<file path="src/rtl/core/tse_pkg.sv">
// Shared types, widths and codes for the topological sort engine.
package tse_pkg;

    localparam int MAX_VERTICES_DEF = 16;
    localparam int MAX_EDGES_DEF    = 64;

    localparam int FUNC_W   = 2;
    localparam int IDX_W    = 4;
    localparam int VALUE_W  = 32;
    localparam int DEG_W    = 7;
    localparam int VCOUNT_W = 5;

    typedef enum logic [FUNC_W-1:0] {
        FUNC_LOAD_VERTEX = 2'd0,
        FUNC_LOAD_EDGE   = 2'd1,
        FUNC_RUN         = 2'd2,
        FUNC_CLEAR       = 2'd3
    } func_e_t;

    typedef struct packed {
        logic signed [VALUE_W-1:0] order_value;
        logic                      is_status;
        logic                      acyclic;
        logic                      last;
    } tse_result_t;

endpackage

</file>
<file path="src/rtl/core/tse_ram.sv">
// Single-port-write, single-port-read memory with registered read data.
module tse_ram #(
    parameter int WIDTH = 8,
    parameter int DEPTH = 16,
    localparam int AW = (DEPTH > 1) ? $clog2(DEPTH) : 1
) (
    input  logic             aclk,
    input  logic             we,
    input  logic [AW-1:0]    waddr,
    input  logic [WIDTH-1:0] wdata,
    input  logic             re,
    input  logic [AW-1:0]    raddr,
    output logic [WIDTH-1:0] rdata
);

    logic [WIDTH-1:0] mem [DEPTH];
    logic [WIDTH-1:0] rdata_reg;

    always_ff @(posedge aclk) begin
        if (re) begin
            rdata_reg <= mem[raddr];
        end
        if (we) begin
            mem[waddr] <= wdata;
        end
    end

    assign rdata = rdata_reg;

endmodule

</file>
<file path="src/rtl/core/tse_seq.sv">
// Sequencer for graph loading and topological sort over the vertex, edge and stack memories.
module tse_seq
    import tse_pkg::*;
#(
    parameter int MAX_VERTICES = MAX_VERTICES_DEF,
    parameter int MAX_EDGES    = MAX_EDGES_DEF
) (
    input  logic                      aclk,
    input  logic                      aresetn,
    input  logic [VCOUNT_W-1:0]       vertex_count,
    input  logic                      s_valid,
    output logic                      s_ready,
    input  logic [FUNC_W-1:0]         func,
    input  logic [IDX_W-1:0]          vertex_index,
    input  logic signed [VALUE_W-1:0] vertex_value,
    input  logic [DEG_W-1:0]          in_degree,
    input  logic [IDX_W-1:0]          edge_from,
    input  logic [IDX_W-1:0]          edge_to,
    input  logic                      res_free,
    output logic                      res_push,
    output tse_result_t               res
);

    localparam int VW = $clog2(MAX_VERTICES);
    localparam int EW = (MAX_EDGES > 1) ? $clog2(MAX_EDGES) : 1;
    localparam int CW = $clog2(MAX_EDGES + 1);
    localparam int TW = $clog2(MAX_VERTICES + 1);

    typedef enum logic [3:0] {
        ST_IDLE,
        ST_LINK,
        ST_SCAN_RD,
        ST_SCAN_CHK,
        ST_POP,
        ST_VREAD,
        ST_EMIT,
        ST_WALK_RD,
        ST_WALK_DEG,
        ST_WALK_UPD,
        ST_STATUS
    } state_t;

    state_t                  state_reg, state_next;
    logic [TW-1:0]           n_reg, n_next;
    logic [TW-1:0]           i_reg, i_next;
    logic [TW-1:0]           top_reg, top_next;
    logic [TW-1:0]           emitted_reg, emitted_next;
    logic [CW-1:0]           edges_used_reg, edges_used_next;
    logic [MAX_VERTICES-1:0] full_reg, full_next;
    logic [EW-1:0]           eu_reg, eu_next;
    logic                    link_reg, link_next;
    logic                    v_full_reg, v_full_next;
    logic [EW-1:0]           e_reg, e_next;
    logic [EW-1:0]           tail_reg, tail_next;
    logic [VW-1:0]           d_reg, d_next;

    logic                    val_we, val_re;
    logic [VW-1:0]           val_waddr, val_raddr;
    logic [VALUE_W-1:0]      val_wdata, val_rd;
    logic                    deg_we, deg_re;
    logic [VW-1:0]           deg_waddr, deg_raddr;
    logic [DEG_W-1:0]        deg_wdata, deg_rd;
    logic                    head_we, head_re;
    logic [VW-1:0]           head_waddr, head_raddr;
    logic [EW-1:0]           head_wdata, head_rd;
    logic                    tl_we, tl_re;
    logic [VW-1:0]           tl_waddr, tl_raddr;
    logic [EW-1:0]           tl_wdata, tl_rd;
    logic                    dst_we, dst_re;
    logic [EW-1:0]           dst_waddr, dst_raddr;
    logic [VW-1:0]           dst_wdata, dst_rd;
    logic                    nxt_we, nxt_re;
    logic [EW-1:0]           nxt_waddr, nxt_raddr;
    logic [EW-1:0]           nxt_wdata, nxt_rd;
    logic                    stk_we, stk_re;
    logic [VW-1:0]           stk_waddr, stk_raddr;
    logic [VW-1:0]           stk_wdata, stk_rd;

    logic                    vi_ok, ep_ok, room, stk_room;
    logic [VW-1:0]           vi, ef, et;
    logic [EW-1:0]           eu;
    logic [TW-1:0]           n_calc, top_dec;

    assign vi       = VW'(vertex_index);
    assign ef       = VW'(edge_from);
    assign et       = VW'(edge_to);
    assign eu       = edges_used_reg[EW-1:0];
    assign vi_ok    = 32'(vertex_index) < MAX_VERTICES;
    assign ep_ok    = (32'(edge_from) < MAX_VERTICES) && (32'(edge_to) < MAX_VERTICES);
    assign room     = 32'(edges_used_reg) < MAX_EDGES;
    assign stk_room = 32'(top_reg) < MAX_VERTICES;
    assign n_calc   = (32'(vertex_count) < MAX_VERTICES) ? TW'(vertex_count)
                                                         : TW'(MAX_VERTICES);
    assign top_dec  = top_reg - TW'(1);
    assign s_ready  = (state_reg == ST_IDLE);

    always_comb begin
        state_next      = state_reg;
        n_next          = n_reg;
        i_next          = i_reg;
        top_next        = top_reg;
        emitted_next    = emitted_reg;
        edges_used_next = edges_used_reg;
        full_next       = full_reg;
        eu_next         = eu_reg;
        link_next       = link_reg;
        v_full_next     = v_full_reg;
        e_next          = e_reg;
        tail_next       = tail_reg;
        d_next          = d_reg;
        val_we = 1'b0; val_re = 1'b0; val_waddr = '0; val_raddr = '0; val_wdata = '0;
        deg_we = 1'b0; deg_re = 1'b0; deg_waddr = '0; deg_raddr = '0; deg_wdata = '0;
        head_we = 1'b0; head_re = 1'b0; head_waddr = '0; head_raddr = '0; head_wdata = '0;
        tl_we = 1'b0; tl_re = 1'b0; tl_waddr = '0; tl_raddr = '0; tl_wdata = '0;
        dst_we = 1'b0; dst_re = 1'b0; dst_waddr = '0; dst_raddr = '0; dst_wdata = '0;
        nxt_we = 1'b0; nxt_re = 1'b0; nxt_waddr = '0; nxt_raddr = '0; nxt_wdata = '0;
        stk_we = 1'b0; stk_re = 1'b0; stk_waddr = '0; stk_raddr = '0; stk_wdata = '0;
        res_push = 1'b0;
        res      = '0;

        case (state_reg)
            ST_IDLE: begin
                if (s_valid) begin
                    case (func_e_t'(func))
                        FUNC_LOAD_VERTEX: begin
                            if (vi_ok) begin
                                val_we    = 1'b1;
                                val_waddr = vi;
                                val_wdata = vertex_value;
                                deg_we    = 1'b1;
                                deg_waddr = vi;
                                deg_wdata = in_degree;
                            end
                        end
                        FUNC_LOAD_EDGE: begin
                            if (ep_ok && room) begin
                                dst_we     = 1'b1;
                                dst_waddr  = eu;
                                dst_wdata  = et;
                                tl_re      = 1'b1;
                                tl_raddr   = ef;
                                tl_we      = 1'b1;
                                tl_waddr   = ef;
                                tl_wdata   = eu;
                                head_we    = !full_reg[ef];
                                head_waddr = ef;
                                head_wdata = eu;
                                full_next[ef]   = 1'b1;
                                edges_used_next = edges_used_reg + CW'(1);
                                eu_next    = eu;
                                link_next  = full_reg[ef];
                                state_next = ST_LINK;
                            end
                        end
                        FUNC_RUN: begin
                            n_next       = n_calc;
                            i_next       = '0;
                            top_next     = '0;
                            emitted_next = '0;
                            state_next   = ST_SCAN_RD;
                        end
                        FUNC_CLEAR: begin
                            full_next       = '0;
                            edges_used_next = '0;
                        end
                        default: begin
                        end
                    endcase
                end
            end
            ST_LINK: begin
                nxt_we     = link_reg;
                nxt_waddr  = tl_rd;
                nxt_wdata  = eu_reg;
                state_next = ST_IDLE;
            end
            ST_SCAN_RD: begin
                if (i_reg == n_reg) begin
                    state_next = ST_POP;
                end else begin
                    deg_re     = 1'b1;
                    deg_raddr  = i_reg[VW-1:0];
                    state_next = ST_SCAN_CHK;
                end
            end
            ST_SCAN_CHK: begin
                if (deg_rd == '0 && stk_room) begin
                    stk_we    = 1'b1;
                    stk_waddr = top_reg[VW-1:0];
                    stk_wdata = i_reg[VW-1:0];
                    top_next  = top_reg + TW'(1);
                end
                i_next     = i_reg + TW'(1);
                state_next = ST_SCAN_RD;
            end
            ST_POP: begin
                if (top_reg == '0) begin
                    state_next = ST_STATUS;
                end else begin
                    stk_re     = 1'b1;
                    stk_raddr  = top_dec[VW-1:0];
                    top_next   = top_dec;
                    state_next = ST_VREAD;
                end
            end
            ST_VREAD: begin
                val_re      = 1'b1;
                val_raddr   = stk_rd;
                head_re     = 1'b1;
                head_raddr  = stk_rd;
                tl_re       = 1'b1;
                tl_raddr    = stk_rd;
                v_full_next = full_reg[stk_rd];
                state_next  = ST_EMIT;
            end
            ST_EMIT: begin
                if (res_free) begin
                    res_push          = 1'b1;
                    res.order_value   = val_rd;
                    emitted_next      = emitted_reg + TW'(1);
                    if (v_full_reg) begin
                        e_next     = head_rd;
                        tail_next  = tl_rd;
                        state_next = ST_WALK_RD;
                    end else begin
                        state_next = ST_POP;
                    end
                end
            end
            ST_WALK_RD: begin
                dst_re     = 1'b1;
                dst_raddr  = e_reg;
                nxt_re     = 1'b1;
                nxt_raddr  = e_reg;
                state_next = ST_WALK_DEG;
            end
            ST_WALK_DEG: begin
                d_next = dst_rd;
                if (TW'(dst_rd) < n_reg) begin
                    deg_re     = 1'b1;
                    deg_raddr  = dst_rd;
                    state_next = ST_WALK_UPD;
                end else if (e_reg == tail_reg) begin
                    state_next = ST_POP;
                end else begin
                    e_next     = nxt_rd;
                    state_next = ST_WALK_RD;
                end
            end
            ST_WALK_UPD: begin
                if (deg_rd != '0) begin
                    deg_we    = 1'b1;
                    deg_waddr = d_reg;
                    deg_wdata = deg_rd - DEG_W'(1);
                    if (deg_rd == DEG_W'(1) && stk_room) begin
                        stk_we    = 1'b1;
                        stk_waddr = top_reg[VW-1:0];
                        stk_wdata = d_reg;
                        top_next  = top_reg + TW'(1);
                    end
                end
                if (e_reg == tail_reg) begin
                    state_next = ST_POP;
                end else begin
                    e_next     = nxt_rd;
                    state_next = ST_WALK_RD;
                end
            end
            ST_STATUS: begin
                if (res_free) begin
                    res_push      = 1'b1;
                    res.is_status = 1'b1;
                    res.acyclic   = (emitted_reg >= n_reg);
                    res.last      = 1'b1;
                    state_next    = ST_IDLE;
                end
            end
            default: begin
                state_next = ST_IDLE;
            end
        endcase
    end

    always_ff @(posedge aclk) begin
        if (!aresetn) begin
            state_reg      <= ST_IDLE;
            edges_used_reg <= '0;
            full_reg       <= '0;
        end else begin
            state_reg      <= state_next;
            edges_used_reg <= edges_used_next;
            full_reg       <= full_next;
        end
        n_reg       <= n_next;
        i_reg       <= i_next;
        top_reg     <= top_next;
        emitted_reg <= emitted_next;
        eu_reg      <= eu_next;
        link_reg    <= link_next;
        v_full_reg  <= v_full_next;
        e_reg       <= e_next;
        tail_reg    <= tail_next;
        d_reg       <= d_next;
    end

    tse_ram #(.WIDTH(VALUE_W), .DEPTH(MAX_VERTICES)) u_val_ram (
        .aclk(aclk), .we(val_we), .waddr(val_waddr), .wdata(val_wdata),
        .re(val_re), .raddr(val_raddr), .rdata(val_rd)
    );

    tse_ram #(.WIDTH(DEG_W), .DEPTH(MAX_VERTICES)) u_deg_ram (
        .aclk(aclk), .we(deg_we), .waddr(deg_waddr), .wdata(deg_wdata),
        .re(deg_re), .raddr(deg_raddr), .rdata(deg_rd)
    );

    tse_ram #(.WIDTH(EW), .DEPTH(MAX_VERTICES)) u_head_ram (
        .aclk(aclk), .we(head_we), .waddr(head_waddr), .wdata(head_wdata),
        .re(head_re), .raddr(head_raddr), .rdata(head_rd)
    );

    tse_ram #(.WIDTH(EW), .DEPTH(MAX_VERTICES)) u_tail_ram (
        .aclk(aclk), .we(tl_we), .waddr(tl_waddr), .wdata(tl_wdata),
        .re(tl_re), .raddr(tl_raddr), .rdata(tl_rd)
    );

    tse_ram #(.WIDTH(VW), .DEPTH(MAX_EDGES)) u_dst_ram (
        .aclk(aclk), .we(dst_we), .waddr(dst_waddr), .wdata(dst_wdata),
        .re(dst_re), .raddr(dst_raddr), .rdata(dst_rd)
    );

    tse_ram #(.WIDTH(EW), .DEPTH(MAX_EDGES)) u_nxt_ram (
        .aclk(aclk), .we(nxt_we), .waddr(nxt_waddr), .wdata(nxt_wdata),
        .re(nxt_re), .raddr(nxt_raddr), .rdata(nxt_rd)
    );

    tse_ram #(.WIDTH(VW), .DEPTH(MAX_VERTICES)) u_stk_ram (
        .aclk(aclk), .we(stk_we), .waddr(stk_waddr), .wdata(stk_wdata),
        .re(stk_re), .raddr(stk_raddr), .rdata(stk_rd)
    );

endmodule

</file>
<file path="src/rtl/core/topological_sort_engine_unit.sv">
// Top level of the topological sort engine: config register, sequencer, result register.
// Load edge passes ST_LINK; load vertex and clear stay idle; s_ready is low while busy.
// A run scans each vertex, then pops the stack, emits each vertex and walks its edges,
// one access at a time through the single-port memories.
// Stalls on m_ready hold the sequencer; one result register decouples the output side.
// Synchronous active-low reset: idle, edge lists empty, vertex_count 0, no clearing pass.
module topological_sort_engine_unit
    import tse_pkg::*;
#(
    parameter int MAX_VERTICES = MAX_VERTICES_DEF,
    parameter int MAX_EDGES    = MAX_EDGES_DEF
) (
    input  logic                      aclk,
    input  logic                      aresetn,
    input  logic                      cfg_wr_en,
    input  logic [VCOUNT_W-1:0]       cfg_wr_data,
    input  logic                      s_valid,
    output logic                      s_ready,
    input  logic [FUNC_W-1:0]         s_func,
    input  logic [IDX_W-1:0]          s_vertex_index,
    input  logic signed [VALUE_W-1:0] s_vertex_value,
    input  logic [DEG_W-1:0]          s_in_degree,
    input  logic [IDX_W-1:0]          s_edge_from,
    input  logic [IDX_W-1:0]          s_edge_to,
    output logic                      m_valid,
    input  logic                      m_ready,
    output logic signed [VALUE_W-1:0] m_order_value,
    output logic                      m_is_status,
    output logic                      m_acyclic,
    output logic                      m_last
);

    logic [VCOUNT_W-1:0] vertex_count_reg, vertex_count_next;
    logic                out_valid_reg, out_valid_next;
    tse_result_t         out_data_reg;
    logic                res_free, res_push;
    tse_result_t         res;

    assign res_free = !out_valid_reg || m_ready;

    always_comb begin
        vertex_count_next = cfg_wr_en ? cfg_wr_data : vertex_count_reg;
        if (res_push) begin
            out_valid_next = 1'b1;
        end else if (m_ready) begin
            out_valid_next = 1'b0;
        end else begin
            out_valid_next = out_valid_reg;
        end
    end

    always_ff @(posedge aclk) begin
        if (!aresetn) begin
            vertex_count_reg <= '0;
            out_valid_reg    <= 1'b0;
        end else begin
            vertex_count_reg <= vertex_count_next;
            out_valid_reg    <= out_valid_next;
        end
        if (res_push) begin
            out_data_reg <= res;
        end
    end

    tse_seq #(
        .MAX_VERTICES(MAX_VERTICES),
        .MAX_EDGES   (MAX_EDGES)
    ) u_seq (
        .aclk        (aclk),
        .aresetn     (aresetn),
        .vertex_count(vertex_count_reg),
        .s_valid     (s_valid),
        .s_ready     (s_ready),
        .func        (s_func),
        .vertex_index(s_vertex_index),
        .vertex_value(s_vertex_value),
        .in_degree   (s_in_degree),
        .edge_from   (s_edge_from),
        .edge_to     (s_edge_to),
        .res_free    (res_free),
        .res_push    (res_push),
        .res         (res)
    );

    assign m_valid       = out_valid_reg;
    assign m_order_value = out_data_reg.order_value;
    assign m_is_status   = out_data_reg.is_status;
    assign m_acyclic     = out_data_reg.acyclic;
    assign m_last        = out_data_reg.last;

endmodule

</file>
<file path="config.mk">
export PLATFORM = sky130hd
export DESIGN_NAME = topological_sort_engine_unit
export DESIGN_NICKNAME = d
export VERILOG_FILES = /design/src/rtl/core/tse_pkg.sv /design/src/rtl/core/tse_ram.sv /design/src/rtl/core/tse_seq.sv /design/src/rtl/core/topological_sort_engine_unit.sv
export SDC_FILE = /design/constraint.sdc
export NUM_CORES = 2
export LEC_CHECK = 0
export BUFFER_PORTS_ARGS = -buffer_cell sky130_fd_sc_hd__buf_4
export CORE_MARGIN = 2
export CORE_UTILIZATION = 47
export DETAILED_ROUTE_END_ITERATION = 6
export HOLD_SLACK_MARGIN = 0.08
export REMOVE_ABC_BUFFERS = 1
export SYNTH_ARGS = -nofsm -noshare
export SYNTH_HDL_FRONTEND = slang
export SYNTH_SLANG_ARGS = --single-unit
export TNS_END_PERCENT = 100
</file>
<file path="constraint.sdc">
create_clock -name aclk -period 3.3 [get_ports aclk]
set_input_delay 0.495 -clock aclk [delete_from_list [all_inputs] [get_ports aclk]]
set_output_delay 0.495 -clock aclk [all_outputs]
set_load 0.02 [all_outputs]
</file>
==> impl_results.md <==
- Status: finished, final reports clean
- Stages on worst setup path: 8
- Dpl cell area: about 74000 um2
- Post-synth ARST share: 0%
- Root buffer cell: clkbuf_16
- Slowest stage delay, CP: about 0.64 ns
- R2R Setup Slk: 0.19 ns
- PortBufs: approximately 100
- Vias in the first global route: around 39000
- Cts bufs inserted: about 170
- Final ANT Viol Nets: 0
- Hold crit path type: in -> reg
- Power after layout: roughly 0.043 W
- Io pins: 100
- First-pass GRT wire length: 255 mm
- Worst slew pin tran: around 1 ns
- Most frequent cells in the layout: edfxtp_1, nand2_1, buf_4, nor2_1, mux2_2
- Max-Slew Margin vs Limit: about a third
- Reg2Reg Depth: 8
- RSZ-0062 raised after global routing: false
- Fin crit share: around 94%
- Top flop regs: u_seq.u_val_ram.mem: 512 flops, u_seq.u_nxt_ram.mem: 384 flops, u_seq.u_dst_ram.mem: 256 flops
- Total Wirelength: between 150 and 200 mm
- Number of flip-flops in the largest register: ~510
- Syn. warnings: 0
- Worst setup startpoint: u_seq.u_dst_ram.rdata[3]
- Worst Path Max Fanout: 10
- WP data arrival: roughly 3.8 ns
- Min-delay src: s_edge_from[3]
- Pwr Density: 548 nW/um2
- DRC: 0
- Worst setup path class: reg -> reg
- Maximum clock frequency: between 300 and 400 MHz
- Main combinational cell family by area after synthesis: multiplexers
- Die Wd: 387 um
- Routed WL per cell: 25.8 um
- Sw power: 0.00888 W
- Avg Cell Area, Syn: approximately 16 um2
- Core footprint: approximately 150000 um2
- Gpl congestion: 0.865
- Reg2reg end: u_seq.u_deg_ram.rdata[2]
- Drt initial violations: ~4300
- Mux contribution to synthesized area: 8.77%
- Clock skew: roughly 0.035 ns
- Die ar.: 150000 um2
- Hold Path End: u_seq.link_reg
- Largest net degree at the start of global routing: 139
- Mapped Cells: between 4000 and 5000
- MaxCap Viol Count: 0
- Clock latency on the worst-skew pair: just over 0.8 ns
- Cell-internal power: about 0.035 W
- Setup violators final: 0
- Maximum VDD drop: 0.465 mV
- Count of state elements after synthesis: approximately 1700
- Layout fillers: approximately 11000
- Tot GR Track Use: 22.8%
- Area Growth Syn to Fin: 15.2%
- Clock network power share: between 40% and 50%
- WP buf/inv: 1
- Htree depth: 4
- Reg area: ~51000 um2
- Final number of max-transition violations: 0
- Flop pwr share: about 54%
- Worst path cell trace: ha_1 -> nand2_1 -> o211a_1 -> buf_4 -> o311ai_0 -> o32a_1 -> nor4b_1 -> a211o_1
- Initial Utilization: between 40% and 50%
- Row cnt: 140
- Via count: between 30000 and 40000
- Slowest stage cell, crit path: o311ai_0
- Combinational Power Share: under 10%
- Final instance area: about 79000 um2
- Area fraction in compound gates after synthesis: between 7 and 8%
- Final #Nets: around 4700
- Post-detail-place hpwl: about 110 mm
- Sequential area share after synthesis: 73.4%
- Vert. Die Dim: slightly below 400 um
- Family with the most delay on the worst path: compound AO/OA/AOI/OAI gates
- Commonest non-fill, non-tap cell in the layout: edfxtp_1
- Cell Count, Final, Fillers Out: 6711
- Worst Path Required: between 3 and 4 ns
- Share of layout cells above drive strength 1: around a fifth
- Largest Register: u_seq.u_val_ram.mem
- Pre-Repair DR Iteration Count: 6
- Switching share of power: around a fifth
- Post-synth cell types: 79
- CTS sink count: roughly 1700
- Tmin final: ~3.1 ns
- XOR/XNOR Fraction of Synth Area: less than 1%
- Worst hold path depth: 2
- Total grt overflow: 0
- Number of enable flip-flop cells after synthesis: around 1700
- Lkg Pwr: about 26 nW
- Bufs on Longest Clock Path: 3
- Worst-path clk slew: about 0.070 ns
- CP Launch Type: flop
- CTS tree: built
- Worst r2r src: u_seq.u_dst_ram.rdata[3]
- Multi-input logic area: between 15000 and 20000 um2
- Simple-gate area share of the yosys netlist: just over 7%
- Initial antenna violation count: 7
- Synth Flop Type: edfxtp_1
- Vias per cell: ~6
- # placed instances: approximately 6400
- Hold Vio Cnt, Final: 0
- Setup crit end kind: flop
- Adder-Cell Fraction of Synth Area: 0.363%
- Post-Syn Area: slightly below 70000 um2
## power by group through the flow
stage / registers, W / clock network [W] / logic [W]
final: 0.0236 / 0.0191 / 0.000786
after global routing: 0.0236 / 0.0202 / 0.000845
after CTS: 0.0236 / 0.0194 / 0.000781
after detailed placement: 0.0241 / 0 / 0.000760
after global placement: 0.0241 / 0 / 0.000752
after floorplan: 0.0241 / 0 / 0.000355
## worst max path at each step
stage / endpoint / slack, ns
6_report: u_seq.u_deg_ram.rdata[2] / 0.19
5_1_grt: u_seq.u_deg_ram.rdata[2] / 0.03
4_1_cts: u_seq.u_nxt_ram.mem[7][1] / 0.02
3_5_place_dp: u_seq.u_nxt_ram.mem[7][1] / 0.04
3_3_place_gp: u_seq.u_nxt_ram.mem[47][2] / 0.08
2_1_floorplan: u_seq.u_head_ram.rdata[4] / -8.34
## what timing repair did
item	in CTS	in global routing
setup buffers	0	2
gates resized for setup	0	7
hold buffers	17	0
endpoints found under the setup margin	0	147
hold endpoints to repair	11	0
## metrics by stage
step / hold WS, ns / utilization (%) / setup TNS, ns / setup WS (ns)
after floorplan: 0.448 / - / -677.63 / -8.34
after global placement: 0.464 / 50.5 / 0 / 0.0757
after detailed placement: 0.484 / 50.5 / 0 / 0.0388
after CTS: 0.108 / 54.5 / 0 / 0.0177
after global routing: 0.152 / 54.5 / 0 / 0.0333
final: 0.177 / 54.5 / 0 / 0.192
## synthesized netlist by cell type (8+ instances only)
master | number | area (um2)
a21boi_0 | 12 | 90.1
buf_6 | 8 | 90.1
and3_1 | 52 | 325
a21o_1 | 8 | 60.1
o22ai_1 | 27 | 169
nand4_1 | 14 | 87.6
a31oi_1 | 113 | 707
edfxtp_1 | 1663 | 49900
or3_1 | 17 | 106
clkbuf_1 | 192 | 721
xor2_1 | 13 | 114
mux2i_1 | 118 | 1180
o211ai_1 | 11 | 82.6
nor2b_1 | 68 | 425
a21oi_1 | 203 | 1020
nor3_1 | 31 | 155
nand3_1 | 105 | 526
o2111ai_1 | 24 | 210
buf_4 | 8 | 60.1
inv_1 | 32 | 120
nand2b_1 | 18 | 113
xnor2_1 | 18 | 158
dfxtp_1 | 33 | 661
a32oi_1 | 8 | 70.1
nor2_1 | 274 | 1030
a221oi_1 | 45 | 394
a211oi_1 | 32 | 240
and2_1 | 52 | 325
o21ai_0 | 133 | 666
nand2_1 | 375 | 1410
o31ai_1 | 38 | 285
mux4_2 | 114 | 2570
and2_0 | 12 | 75.1
ha_1 | 20 | 250
a221o_1 | 9 | 90.1
mux2_2 | 204 | 2300
buf_2 | 45 | 225
buf_1 | 23 | 86.3
a22oi_1 | 13 | 97.6
o221ai_1 | 63 | 552
nor4_1 | 13 | 81.3
## routing by layer
metal	wire length, um	vias up	GRT usage, %	share of wire (%)
met2	81300	1581	36.1	47
met1	73500	20200	32.0	43
met5	27	-	0	0.016
met4	4990	4	7.38	2.9
li1	-	17800	-	-
met3	13000	298	4.18	7.5
## cell families (layout without fill, tap and decap cells)
| kind of cell | after synthesis | after routing |
|---|---|---|
| buffers and inverters | 311 | 725 |
| multiplexers | 436 | 436 |
| other | 0 | 5 |
| flip-flops | 1696 | 1696 |
| adder cells (fa/ha/maj) | 20 | 20 |
| AO/OA/AOI/OAI | 816 | 816 |
| AND/OR/NAND/NOR | 1065 | 1065 |
| XOR/XNOR | 31 | 31 |
## cell type report
type / count / share of cell area [%]
diodes: 5 / 0.0158
flip-flops and latches: 1696 / 63.8
inverters: 35 / 0.169
multi-input cells: 2368 / 21.7
clock inverters: 114 / 1.36
well taps: 1917 / 3.02
clock buffers: 201 / 5.68
repair buffers: 375 / 4.26
Note: power is estimated with default switching activity, not from simulation.
